**src/pwd_pkg.sv**
```systemverilog
// pwd_pkg: shared types, widths, register indexes and state codes for the
// pid controller with dead zone and integral separation; no dependencies
package pwd_pkg;

  localparam int GainFracBits   = 8;
  localparam int DerivFilterQ16 = 0;

  localparam int MulBits  = 16;
  localparam int ErrW     = 18;
  localparam int DiffW    = ErrW + 1;
  localparam int PW       = MulBits + ErrW;
  localparam int DW       = MulBits + DiffW;
  localparam int IntegW   = 16 + GainFracBits;
  localparam int IsumW    = PW + 1;
  localparam int DTermW   = DW;
  localparam int FiltW    = DTermW + MulBits + 3;
  localparam int PdSumW   = DW + 1;
  localparam int SumW     = PdSumW + 1;
  localparam int RndAdd   = (GainFracBits == 0) ? 0 : (1 << (GainFracBits - 1));
  localparam int FiltRnd  = 1 << (MulBits - 1);
  localparam int CntW     = $clog2(MulBits);
  localparam int CfgIdxW  = 8;

  typedef struct packed {
    logic              operation;
    logic signed [15:0] measurement;
    logic signed [15:0] setpoint;
  } pwd_in_t;

  typedef struct packed {
    logic signed [15:0] drive;
    logic               integral_applied;
  } pwd_out_t;

  typedef enum logic [CfgIdxW-1:0] {
    REG_PROP_GAIN        = 8'd0,
    REG_INTEG_GAIN       = 8'd1,
    REG_DERIV_GAIN       = 8'd2,
    REG_DRIVE_LIMIT      = 8'd3,
    REG_INTEG_LIMIT      = 8'd4,
    REG_DEAD_ZONE        = 8'd5,
    REG_SEPARATION_LIMIT = 8'd6,
    REG_WRAP_SPAN        = 8'd7
  } pwd_reg_t;

  typedef enum logic [3:0] {
    ST_IDLE,
    ST_SUB,
    ST_WRAP,
    ST_DZ,
    ST_LOAD,
    ST_MUL,
    ST_FLOAD,
    ST_FILT,
    ST_INT,
    ST_SUM,
    ST_RND,
    ST_OUT
  } pwd_state_t;

endpackage

```
**src/pwd_smul.sv**
```systemverilog
// pwd_smul: bit-serial shift-add multiplier, one multiplier bit per cycle
// depends on pwd_pkg for the multiplier width
module pwd_smul import pwd_pkg::*; #(
  parameter int W = 34
) (
  input  logic                clk,
  input  logic                start,
  input  logic signed [W-1:0] init,
  input  logic signed [W-1:0] mcand,
  input  logic [MulBits-1:0]  mult,
  output logic signed [W-1:0] prod
);

  logic signed [W-1:0] acc_r, acc_nxt;
  logic signed [W-1:0] mcand_r, mcand_nxt;
  logic [MulBits-1:0]  mult_r, mult_nxt;

  always_comb begin
    if (start) begin
      acc_nxt   = init;
      mcand_nxt = mcand;
      mult_nxt  = mult;
    end else begin
      acc_nxt   = mult_r[0] ? acc_r + mcand_r : acc_r;
      mcand_nxt = mcand_r <<< 1;
      mult_nxt  = mult_r >> 1;
    end
  end

  always_ff @(posedge clk) begin
    acc_r   <= acc_nxt;
    mcand_r <= mcand_nxt;
    mult_r  <= mult_nxt;
  end

  assign prod = acc_r;

endmodule

```
**src/pid_with_deadzone_and_separation.sv**
```systemverilog
// pid_with_deadzone_and_separation: positional pid controller top level
// depends on pwd_pkg and pwd_smul
//
// usage: a word on in_data (operation, measurement, setpoint) is taken when
// in_valid and in_ready are high; one result word (drive, integral_applied)
// leaves on out_data under out_valid/out_ready. a clear word zeroes the
// error history and integrator, keeps the last derivative term and returns
// a zero result. registers are written on cfg_index/cfg_data under
// cfg_valid/cfg_ready (always ready); indexes past the list are ignored.
// write registers only while no word is in flight.
// sequence: a control word passes the subtract, wrap, dead zone and load
// states, the bit-serial gain products, the filter load and filter product
// when the derivative filter is enabled, then integrate, sum, round and out;
// a clear word goes from subtract straight to out. a new word is taken only
// once the previous one has left its out state.
// one word is in work at a time; a finished result sits in the output
// register so the next word is accepted while it waits. if the receiver
// stalls, a second result holds in its last step until the output register
// frees. synchronous reset (rst_n low) restores register defaults and
// clears history, integrator and derivative term.
module pid_with_deadzone_and_separation import pwd_pkg::*; (
  input  logic               clk,
  input  logic               rst_n,
  input  logic               in_valid,
  output logic               in_ready,
  input  pwd_in_t            in_data,
  output logic               out_valid,
  input  logic               out_ready,
  output pwd_out_t           out_data,
  input  logic               cfg_valid,
  output logic               cfg_ready,
  input  logic [CfgIdxW-1:0] cfg_index,
  input  logic [15:0]        cfg_data
);

  pwd_state_t state_r, state_nxt;

  logic [15:0] prop_gain_r, integ_gain_r, deriv_gain_r;
  logic [14:0] drive_limit_r, integ_limit_r;
  logic [15:0] dead_zone_r, separation_limit_r, wrap_span_r;

  pwd_in_t                  in_r;
  logic signed [ErrW-1:0]   err_r;
  logic signed [DiffW-1:0]  diff_r;
  logic                     sep_r;
  logic signed [ErrW-1:0]   prev_error_r;
  logic signed [IntegW-1:0] integ_r;
  logic signed [DTermW-1:0] pd_r;
  logic signed [PdSumW-1:0] pdsum_r;
  logic signed [SumW-1:0]   sum_r;
  pwd_out_t                 res_r;
  pwd_out_t                 out_data_r;
  logic                     out_valid_r;
  logic [CntW-1:0]          cnt_r;

  logic start_mul, start_filt, out_load;

  logic signed [PW-1:0]     p_prod, i_prod;
  logic signed [DW-1:0]     d_prod;
  logic signed [FiltW-1:0]  f_prod, f_init, f_mcand, f_rnd;

  logic signed [ErrW-1:0]   sub_err, wrap_err;
  logic signed [ErrW:0]     e2, span_s;
  logic [ErrW-1:0]          mag;
  logic                     dz;
  logic signed [IsumW-1:0]  isum;
  logic signed [IntegW-1:0] ilim, integ_clamp;
  logic signed [DTermW-1:0] dterm;
  logic signed [SumW:0]     rnd;
  logic signed [16:0]       dlim;
  logic signed [15:0]       drive_clamp;

  // bit-serial multipliers
  pwd_smul #(.W(PW)) u_pmul (
    .clk(clk), .start(start_mul), .init('0),
    .mcand(PW'(err_r)), .mult(prop_gain_r), .prod(p_prod)
  );

  pwd_smul #(.W(PW)) u_imul (
    .clk(clk), .start(start_mul), .init('0),
    .mcand(PW'(err_r)), .mult(integ_gain_r), .prod(i_prod)
  );

  pwd_smul #(.W(DW)) u_dmul (
    .clk(clk), .start(start_mul), .init('0),
    .mcand(DW'(diff_r)), .mult(deriv_gain_r), .prod(d_prod)
  );

  // filter: d*65536 + g*(prev_d - d)
  assign f_init  = FiltW'(d_prod) <<< MulBits;
  assign f_mcand = FiltW'(pd_r) - FiltW'(d_prod);

  pwd_smul #(.W(FiltW)) u_fmul (
    .clk(clk), .start(start_filt), .init(f_init),
    .mcand(f_mcand), .mult(MulBits'(DerivFilterQ16)), .prod(f_prod)
  );

  // datapath arithmetic
  always_comb begin
    sub_err = ErrW'(in_r.setpoint) - ErrW'(in_r.measurement);

    e2       = (ErrW+1)'(err_r) <<< 1;
    span_s   = $signed({3'b000, wrap_span_r});
    wrap_err = err_r;
    if (wrap_span_r != '0) begin
      if (e2 > span_s) begin
        wrap_err = err_r - ErrW'(span_s);
      end else if (e2 < -span_s) begin
        wrap_err = err_r + ErrW'(span_s);
      end
    end

    mag = err_r[ErrW-1] ? ErrW'(-err_r) : ErrW'(err_r);
    dz  = mag < {2'b00, dead_zone_r};

    isum = IsumW'(integ_r) + IsumW'(i_prod);
    ilim = $signed({1'b0, integ_limit_r, {GainFracBits{1'b0}}});
    if (isum > IsumW'(ilim)) begin
      integ_clamp = ilim;
    end else if (isum < -IsumW'(ilim)) begin
      integ_clamp = -ilim;
    end else begin
      integ_clamp = IntegW'(isum);
    end

    f_rnd = (f_prod + FiltW'(FiltRnd)) >>> MulBits;
    dterm = (DerivFilterQ16 == 0) ? d_prod : DTermW'(f_rnd);

    rnd  = ((SumW+1)'(sum_r) + (SumW+1)'(RndAdd)) >>> GainFracBits;
    dlim = $signed({2'b00, drive_limit_r});
    if (rnd > (SumW+1)'(dlim)) begin
      drive_clamp = 16'(dlim);
    end else if (rnd < -(SumW+1)'(dlim)) begin
      drive_clamp = 16'(-dlim);
    end else begin
      drive_clamp = 16'(rnd);
    end
  end

  // next state
  always_comb begin
    state_nxt = state_r;
    unique case (state_r)
      ST_IDLE:  if (in_valid) state_nxt = ST_SUB;
      ST_SUB:   state_nxt = in_r.operation ? ST_OUT : ST_WRAP;
      ST_WRAP:  state_nxt = ST_DZ;
      ST_DZ:    state_nxt = ST_LOAD;
      ST_LOAD:  state_nxt = ST_MUL;
      ST_MUL: begin
        if (cnt_r == CntW'(MulBits - 1)) begin
          state_nxt = (DerivFilterQ16 != 0) ? ST_FLOAD : ST_INT;
        end
      end
      ST_FLOAD: state_nxt = ST_FILT;
      ST_FILT:  if (cnt_r == CntW'(MulBits - 1)) state_nxt = ST_INT;
      ST_INT:   state_nxt = ST_SUM;
      ST_SUM:   state_nxt = ST_RND;
      ST_RND:   state_nxt = ST_OUT;
      ST_OUT:   if (!out_valid_r || out_ready) state_nxt = ST_IDLE;
      default:  state_nxt = ST_IDLE;
    endcase
  end

  // control outputs
  always_comb begin
    in_ready   = 1'b0;
    start_mul  = 1'b0;
    start_filt = 1'b0;
    out_load   = 1'b0;
    unique case (state_r)
      ST_IDLE:  in_ready = 1'b1;
      ST_LOAD:  start_mul = 1'b1;
      ST_FLOAD: start_filt = 1'b1;
      ST_OUT:   out_load = !out_valid_r || out_ready;
      default:  ;
    endcase
  end

  always_ff @(posedge clk) begin
    if (!rst_n) begin
      state_r <= ST_IDLE;
    end else begin
      state_r <= state_nxt;
    end
  end

  // configuration registers
  always_ff @(posedge clk) begin
    if (!rst_n) begin
      prop_gain_r        <= '0;
      integ_gain_r       <= '0;
      deriv_gain_r       <= '0;
      drive_limit_r      <= 15'h7fff;
      integ_limit_r      <= 15'h7fff;
      dead_zone_r        <= '0;
      separation_limit_r <= 16'hffff;
      wrap_span_r        <= '0;
    end else if (cfg_valid) begin
      unique case (cfg_index)
        REG_PROP_GAIN:        prop_gain_r        <= cfg_data;
        REG_INTEG_GAIN:       integ_gain_r       <= cfg_data;
        REG_DERIV_GAIN:       deriv_gain_r       <= cfg_data;
        REG_DRIVE_LIMIT:      drive_limit_r      <= cfg_data[14:0];
        REG_INTEG_LIMIT:      integ_limit_r      <= cfg_data[14:0];
        REG_DEAD_ZONE:        dead_zone_r        <= cfg_data;
        REG_SEPARATION_LIMIT: separation_limit_r <= cfg_data;
        REG_WRAP_SPAN:        wrap_span_r        <= cfg_data;
        default:              ;
      endcase
    end
  end

  assign cfg_ready = 1'b1;

  // controller state
  always_ff @(posedge clk) begin
    if (!rst_n) begin
      prev_error_r <= '0;
      integ_r      <= '0;
      pd_r         <= '0;
    end else begin
      if (state_r == ST_SUB && in_r.operation) begin
        prev_error_r <= '0;
        integ_r      <= '0;
      end else if (state_r == ST_INT) begin
        prev_error_r <= err_r;
        integ_r      <= integ_clamp;
        pd_r         <= dterm;
      end
    end
  end

  // working registers
  always_ff @(posedge clk) begin
    if (in_valid && in_ready) begin
      in_r <= in_data;
    end
    unique case (state_r)
      ST_SUB: begin
        err_r <= sub_err;
        res_r <= '0;
      end
      ST_WRAP: err_r <= wrap_err;
      ST_DZ: begin
        err_r  <= dz ? '0 : err_r;
        diff_r <= dz ? '0 : DiffW'(err_r) - DiffW'(prev_error_r);
        sep_r  <= dz || (mag <= {2'b00, separation_limit_r});
      end
      ST_INT:  pdsum_r <= PdSumW'(p_prod) + PdSumW'(dterm);
      ST_SUM:  sum_r <= SumW'(pdsum_r) + (sep_r ? SumW'(integ_r) : '0);
      ST_RND: begin
        res_r.drive            <= drive_clamp;
        res_r.integral_applied <= sep_r;
      end
      default: ;
    endcase
  end

  // step counter for the serial multipliers
  always_ff @(posedge clk) begin
    if (!rst_n) begin
      cnt_r <= '0;
    end else if (start_mul || start_filt) begin
      cnt_r <= '0;
    end else if (state_r == ST_MUL || state_r == ST_FILT) begin
      cnt_r <= cnt_r + 1'b1;
    end
  end

  // output register
  always_ff @(posedge clk) begin
    if (!rst_n) begin
      out_valid_r <= 1'b0;
    end else if (out_load) begin
      out_valid_r <= 1'b1;
    end else if (out_ready) begin
      out_valid_r <= 1'b0;
    end
  end

  always_ff @(posedge clk) begin
    if (out_load) begin
      out_data_r <= res_r;
    end
  end

  assign out_valid = out_valid_r;
  assign out_data  = out_data_r;

`ifndef SYNTH
  a_drive_in_limit: assert property (@(posedge clk) disable iff (!rst_n)
    out_valid_r |-> ((17'(out_data_r.drive) <= dlim) && (17'(out_data_r.drive) >= -dlim)))
    else $error("drive outside drive limit");

  a_integ_in_limit: assert property (@(posedge clk) disable iff (!rst_n)
    (state_r == ST_SUM) |-> ((integ_r <= ilim) && (integ_r >= -ilim)))
    else $error("integrator outside its limit");

  a_clear_zeroes: assert property (@(posedge clk) disable iff (!rst_n)
    (state_r == ST_SUB && in_r.operation) |=>
      ((prev_error_r == '0) && (integ_r == '0) && (res_r == '0) && (state_r == ST_OUT)))
    else $error("clear did not zero history and result");

  a_no_accept_busy: assert property (@(posedge clk) disable iff (!rst_n)
    (state_r == ST_OUT && !out_load) |=> (state_r == ST_OUT && out_valid_r))
    else $error("result left before output register freed");
`endif

endmodule

```
**config.mk**
```make
export PLATFORM = sky130hd
export DESIGN_NAME = pid_with_deadzone_and_separation
export DESIGN_NICKNAME = d
export VERILOG_FILES = /design/src/pwd_pkg.sv /design/src/pwd_smul.sv /design/src/pid_with_deadzone_and_separation.sv
export SDC_FILE = /design/constraint.sdc
export NUM_CORES = 2
export LEC_CHECK = 0
export BUFFER_PORTS_ARGS = -buffer_cell sky130_fd_sc_hd__buf_2
export CAP_MARGIN = 20
export CORE_MARGIN = 4
export CORE_UTILIZATION = 30
export DETAILED_ROUTE_END_ITERATION = 16
export SLEW_MARGIN = 20
export SYNTH_ARGS = -nofsm -noshare
export SYNTH_HDL_FRONTEND = slang
export SYNTH_SLANG_ARGS = --single-unit
```
**constraint.sdc**
```tcl
create_clock -name clk -period 11.7 [get_ports clk]
set_clock_uncertainty 0.05 [all_clocks]
set_input_delay 1.755 -clock clk [delete_from_list [all_inputs] [get_ports clk]]
set_output_delay 1.755 -clock clk [all_outputs]
set_load 0.01 [all_outputs]
```
### Word level (Yosys, flattened, before mapping)

Index checks and enable logic that the tools add are counted.

| word-level totals | value |
|---|---|
| register bits | 608 |
| input port bits | 62 |
| logic and storage cells | 146 |

| cells by class | value |
|---|---|
| $add $sub $neg | 18 |
| order comparisons | 8 |
| eq/ne operators | 25 |
| muxes and demuxes | 29 |
| bitwise logic cells | 1 |
| reduce and logical (&&, ||, !) cells | 26 |

Operator list:

| kind | number |
|---|---|
| $mux 18 | 5 |
| $add 34x34->34 | 2 |
| $mux 34 | 2 |
| $pmux 18 s3 | 1 |
| $mux 24 | 2 |
| $mux 15 | 3 |
| $pmux 4 s11 | 1 |
| $add 37x9->38 const B | 1 |
| $lt 30x38->1 | 1 |
| $neg 15->38 | 1 |
| $add 37x37->37 | 1 |
| $mux 37 | 1 |
| $add 34x35->36 | 1 |
| $add 24x34->35 | 1 |
| $add 35x35->35 | 1 |
| $gt 35x24->1 | 1 |
| $lt 35x35->1 | 1 |
| $mux 35 | 1 |
| $neg 23->35 | 1 |
| $pmux 17 s2 | 1 |
| $eq 8x3->1 const B | 4 |
| $mux 16 | 2 |
| $gt 30x16->1 | 1 |
| $neg 23->24 | 1 |
| other kinds (36) | 70 |

### Logic depth before layout (Yosys ltp)

| logic depth | value |
|---|---|
| depth in word-level cells | 6 |
| gate-level depth with buffers | 27 |

### Hierarchy

Synthesis repeated with hierarchy kept, for this count alone.

| second synthesis, totals | value |
|---|---|
| cell total of the unflattened synthesis | 4426 |
| area total of the unflattened synthesis | 40699.0 µm² |

Modules (own cells, without submodules):

| module | instances | cells each | area each (µm²) | sequential area each (µm²) |
|---|---|---|---|---|
| pid_with_deadzone_and_separation | 1 | 2894 | 25513.2 | 8678.3 |
| pwd_smul at u_imul | 1 | 539 | 5168.7 | 2021.9 |
| pwd_smul at u_pmul | 1 | 514 | 5064.9 | 2021.9 |
| pwd_smul at u_dmul | 1 | 479 | 4952.2 | 2072.0 |

### Least setup slack after synthesis

Ideal clock, no wire load.

| timing path | value |
|---|---|
| kind | register -> register |
| from | register err_r[3] |
| to | register err_r[14], data pin |
| library setup time | 0.271 ns |
| arrival | 5.008 ns |
| required time | 11.379 ns |
| path slack | 6.371 ns |
| cell stages (with the launch flop) | 26 |
| buffers on the path | 2 |
| cells stage by stage | edfxtp_1 ha_1 a21o_1 a21o_1 a21oi_1 o21ai_0 a21o_1 a21o_1 a21o_1 a211oi_1 or3_1 clkbuf_1 clkbuf_1 o21ai_0 fa_1 a21oi_1 o21bai_1 a21o_1 a21o_1 a21oi_1 nor2b_1 o31ai_1 a21oi_1 a31oi_1 xor2_1 o22ai_1 |

| between the ends | value |
|---|---|
| cells in the longest elaborated chain, start to end | 5 |
| elaborated cells between the ends (all ways) | 7 |
| those cells by class | add/sub (2); order compare (1); mux (4) |

RTL lines:

| element | line | RTL |
|---|---|---|
| from (decl) | pid_with_deadzone_and_separation.sv:43 | `logic signed [ErrW-1:0] err_r;` |
| from (signal assigned) | pid_with_deadzone_and_separation.sv:240 | `err_r <= sub_err;` |
| from (signal assigned) | pid_with_deadzone_and_separation.sv:243 | `ST_WRAP: err_r <= wrap_err;` |
| from (signal assigned) | pid_with_deadzone_and_separation.sv:245 | `err_r <= dz ? '0 : err_r;` |
| $add 18x17->18 | pid_with_deadzone_and_separation.sv:109 | `wrap_err = err_r + ErrW'(span_s);` |
| $mux 18 | pid_with_deadzone_and_separation.sv:108 | `end else if (e2 < -span_s) begin` |
| $mux 18 * | pid_with_deadzone_and_separation.sv:106 | `if (e2 > span_s) begin` |
| $mux 18 * | pid_with_deadzone_and_separation.sv:105 | `if (wrap_span_r != '0) begin` |
| $pmux 18 s3 * | pid_with_deadzone_and_separation.sv:238 | `unique case (state_r)` |

Every way passes the cells marked *; elsewhere a longest branch is shown, timed or not. The select of a mux whose other input is x is not followed.
A chain may end at the register's enable or synchronous reset.

### Worst setup path in the final report

| timing path | value |
|---|---|
| from | register integ_r[0] |
| to | register integ_r[20] |

| between the ends | value |
|---|---|
| cells in the longest elaborated chain, start to end | 4 |
| elaborated cells between the ends (all ways) | 5 |
| those cells by class | add/sub (1); order compare (2); mux (2) |

RTL lines:

| element | line | RTL |
|---|---|---|
| from (decl) | pid_with_deadzone_and_separation.sv:47 | `logic signed [IntegW-1:0] integ_r;` |
| from (signal assigned) | pid_with_deadzone_and_separation.sv:227 | `integ_r <= integ_clamp;` |
| $add 24x34->35 * | pid_with_deadzone_and_separation.sv:116 | `isum = IsumW'(integ_r) + IsumW'(i_prod);` |
| $lt 35x35->1 | pid_with_deadzone_and_separation.sv:120 | `end else if (isum < -IsumW'(ilim)) begin` |
| $mux 24 | pid_with_deadzone_and_separation.sv:120 |  |
| $mux 24 * | pid_with_deadzone_and_separation.sv:118 | `if (isum > IsumW'(ilim)) begin` |

Every way passes the cells marked *; elsewhere a longest branch is shown, timed or not.

==> impl_metrics.env <==
export IMPL_power_mw=8.43
export IMPL_powerDensity_mw_per_mm2=202
export IMPL_num_vias=30581
export IMPL_p_leak_nw=18.4
export IMPL_worst_pin_slew_ns=1.05
export IMPL_criticalPathCategory="register to register"
export IMPL_layout_nets=4836
export IMPL_setup_viol=0
export IMPL_cp_end_kind="register"
export IMPL_ant_nets=0
export IMPL_synth_top_area_cell="dfxtp_1"
export IMPL_critPathRequiredTime_ns=12.16
export IMPL_netlist_instances=4317
export IMPL_p_sw_frac=0.385
export IMPL_netlist_area_mm2=0.0374
export IMPL_min_from="res_r[11]"
export IMPL_r2r_start="integ_r[0]"
export IMPL_totalWireLength_um=99500
export IMPL_drc=0
export IMPL_switchingPower_mw=3.25
export IMPL_final_area_mm2=0.0418
export IMPL_path_max_fanout=25
export IMPL_viasPerCell=5.06
export IMPL_seqPwrFrac=0.337
export IMPL_cts_hold_buf=0
export IMPL_syn_num_nets=4807
export IMPL_synth_seq_cells=568
export IMPL_clk_latency_ns=0.62
export IMPL_rr_endpoint="integ_r[20]"
export IMPL_crit_chain="ha_1 -> inv_1 -> fa_1 -> nor2b_1 -> o31a_1 -> o2111ai_1 -> nand4b_1 -> a21oi_1 -> o21ai_0 -> xor2_1 -> ha_1 -> nand4_1 -> nor4_1 -> nand4_1 -> a2111o_1 -> a211oi_1 -> a21oi_1 -> nor4_1 -> and4b_4 -> a31o_2 -> o21ai_0 -> a41o_1"
export IMPL_hp_class="register to register"
export IMPL_ys_flop_type="dfxtp_1"
export IMPL_netlist_top_cells_count="618 x nand2_1, 420 x ha_1, 397 x dfxtp_1"
export IMPL_dp_hpwl_um=74900
export IMPL_max_freq_mhz=159
export IMPL_synth_top_family_by_area="simple AND/OR/NAND/NOR gates"
export IMPL_clkTransAtPathRegs_ns=0.06
export IMPL_synth_top_area_share=0.213
export IMPL_critPathLaunchType="register"
export IMPL_drive_gt1_frac=0.0670
export IMPL_synth_area_top_cells="dfxtp_1 21%, ha_1 14%, edfxtp_1 14%"
export IMPL_slowest_stage="a31o_2"
export IMPL_numClockSinks=568
export IMPL_max_cap_violations=0
export IMPL_diodes=0
export IMPL_syn_area_per_cell_um2=8.65
export IMPL_grt_remaining_overflow=0
export IMPL_synth_compound_area_share=0.175
export IMPL_ios=82
export IMPL_place_area_mm2=0.0395
export IMPL_design_core_area_mm2=0.124
export IMPL_yosys_area_share_simple=0.187
export IMPL_wl_per_cell_um=16.5
export IMPL_r2r_slack_ns=5.39
export IMPL_yosysUniqueCellTypes=88
export IMPL_worstSetupStartpoint="integ_r[0]"
export IMPL_synth_area_mux_share=0.0391
export IMPL_root_buffer="clkbuf_16"
export IMPL_drv_slew=0
export IMPL_grt_pass1_vias=29360
export IMPL_power_frac_comb=0.410
export IMPL_cts_buffers=69
export IMPL_p_clk_frac=0.253
export IMPL_yosysWarningCount=0
export IMPL_synth_edff_count=171
export IMPL_htreeDepth=3
export IMPL_grt_pass1_wl_um=159000
export IMPL_area_growth_pct=11.9
export IMPL_ys_seq_area_frac=0.350
export IMPL_reg2reg_depth=22
export IMPL_fin_crit_ns=6.31
export IMPL_slew_headroom=0.279
export IMPL_dieArea_mm2=0.130
export IMPL_floorplan_rows=129
export IMPL_p_int_mw=5.18
export IMPL_post_synth_fa_ha_maj_area_fraction=0.145
export IMPL_synth_xor_area_share=0.0661
export IMPL_critPathCapture="integ_r[20]"
export IMPL_antenna_found_initial=2
export IMPL_post_route_period_util=0.539
export IMPL_start_util=0.302
export IMPL_cp_data_arrival_time_ns=6.76
export IMPL_die_x_um=361
export IMPL_firstDrtPassIters=7
export IMPL_clockBufferDepth=3
export IMPL_rsz0062_at_grt="no"
export IMPL_cts_resized=0
export IMPL_synth_most_common_cell="nand2_1"
export IMPL_cts_tree="done"
export IMPL_fin_util=0.338
export IMPL_hold_violations=0
export IMPL_max_stage_delay_ns=0.55
export IMPL_tns_ns=0
export IMPL_grt_max_degree=133
export IMPL_post_cts_buffers=0
export IMPL_track_usage=0.149
export IMPL_drtIter0Drc=1773
export IMPL_peakVddDrop_v=0.000117
export IMPL_status="finished, final reports clean"
export IMPL_die_h_um=361
export IMPL_synthArstFlopShare=0
export IMPL_place_congestion=0.872
export IMPL_io_buffers=80
worst min path at each step:
stage	endpoint	cells past startpoint	slack, ns
after global placement	out_data[9]	0	0.35
final	out_data[11]	0	0.36
after floorplan	u_dmul.mult_r[0]	2	0.35
after CTS	out_data[11]	0	0.37
after global routing	out_data[11]	0	0.37
after detailed placement	out_data[3]	0	0.35
logic make-up after synthesis:
| kind of cell | Yosys count |
|---|---|
| buffers and inverters | 375 |
| other | 1 |
| adder cells (fa/ha/maj) | 428 |
| AO/OA/AOI/OAI | 1011 |
| AND/OR/NAND/NOR | 1507 |
| XOR/XNOR | 282 |
| multiplexers | 145 |
| flip-flops | 568 |
power groups by stage:
stage | Combinational, mW | Clock (mW) | Sequential (mW)
detailed placement | 3.41 | 0 | 2.88
floorplan | 2.70 | 0 | 2.71
CTS | 3.44 | 2.19 | 2.84
global placement | 3.36 | 0 | 2.87
global route | 3.91 | 2.27 | 2.88
finish | 3.45 | 2.14 | 2.84
area by class of cell:
type | count | area, um^2
flip-flops and latches | 568 | 13100
multi-input cells | 3374 | 22900
inverters | 215 | 807
fillers | 12939 | 81800
clock inverters | 33 | 307
repair buffers | 118 | 706
clock buffers | 93 | 1960
well taps | 1637 | 2050
registers in the layout, summed over array words and instances, names as in the netlist, 24 cells and up:
| name | flops |
|---|---|
| u_dmul.prod | 35 |
| u_dmul.mcand_r | 35 |
| u_pmul.prod | 34 |
| sum_r | 30 |
| in_r | 33 |
| integ_r | 24 |
| u_pmul.mcand_r | 33 |
| pdsum_r | 36 |
| u_imul.prod | 34 |
through the flow:
step	instances	hold slack, ns	worst slack, ns
after floorplan	4317	0.349	6.37
after global placement	5911	0.352	5.59
after detailed placement	5911	0.355	5.59
after CTS	6037	0.368	5.55
after global routing	6038	0.375	4.97
final	6038	0.363	5.39
cells in the final DEF, fill, tap and decap left out, types with 45 or more instances in the layout:
cell,Yosys,layout
o21a_1,45,45
clkbuf_16,0,72
nand4_1,54,54
edfxtp_1,171,171
dfxtp_1,397,395
o211ai_1,67,67
mux2i_1,139,139
inv_1,213,213
and3_1,45,45
buf_2,4,80
a21o_1,150,150
nand3_1,92,92
and2_1,50,49
xnor2_1,197,197
o21ai_0,190,190
xor2_1,85,85
nand2_1,618,618
nor2_1,332,331
nand2b_1,56,56
a21oi_1,299,299
nor2b_1,61,60
ha_1,420,420
nor3_1,64,63
critical path, delay by kind of cell, from the launching register on:
kind            cells  cell delay (ns)
simple gates        7             1.75
xor+xnor            1             0.36
flops               1             0.36
compound gates     10             2.85
fa+ha+maj           3             0.79
buf+inv             1             0.05
per-layer routing:
metal,up-vias,track usage,wire length [um]
li1,15475,-,-
met4,0,0.0415,2510
met2,537,0.243,44700
met5,-,0,0
met1,14437,0.206,48500
met3,132,0.0184,3800
Power figures use the tool's default switching activity.
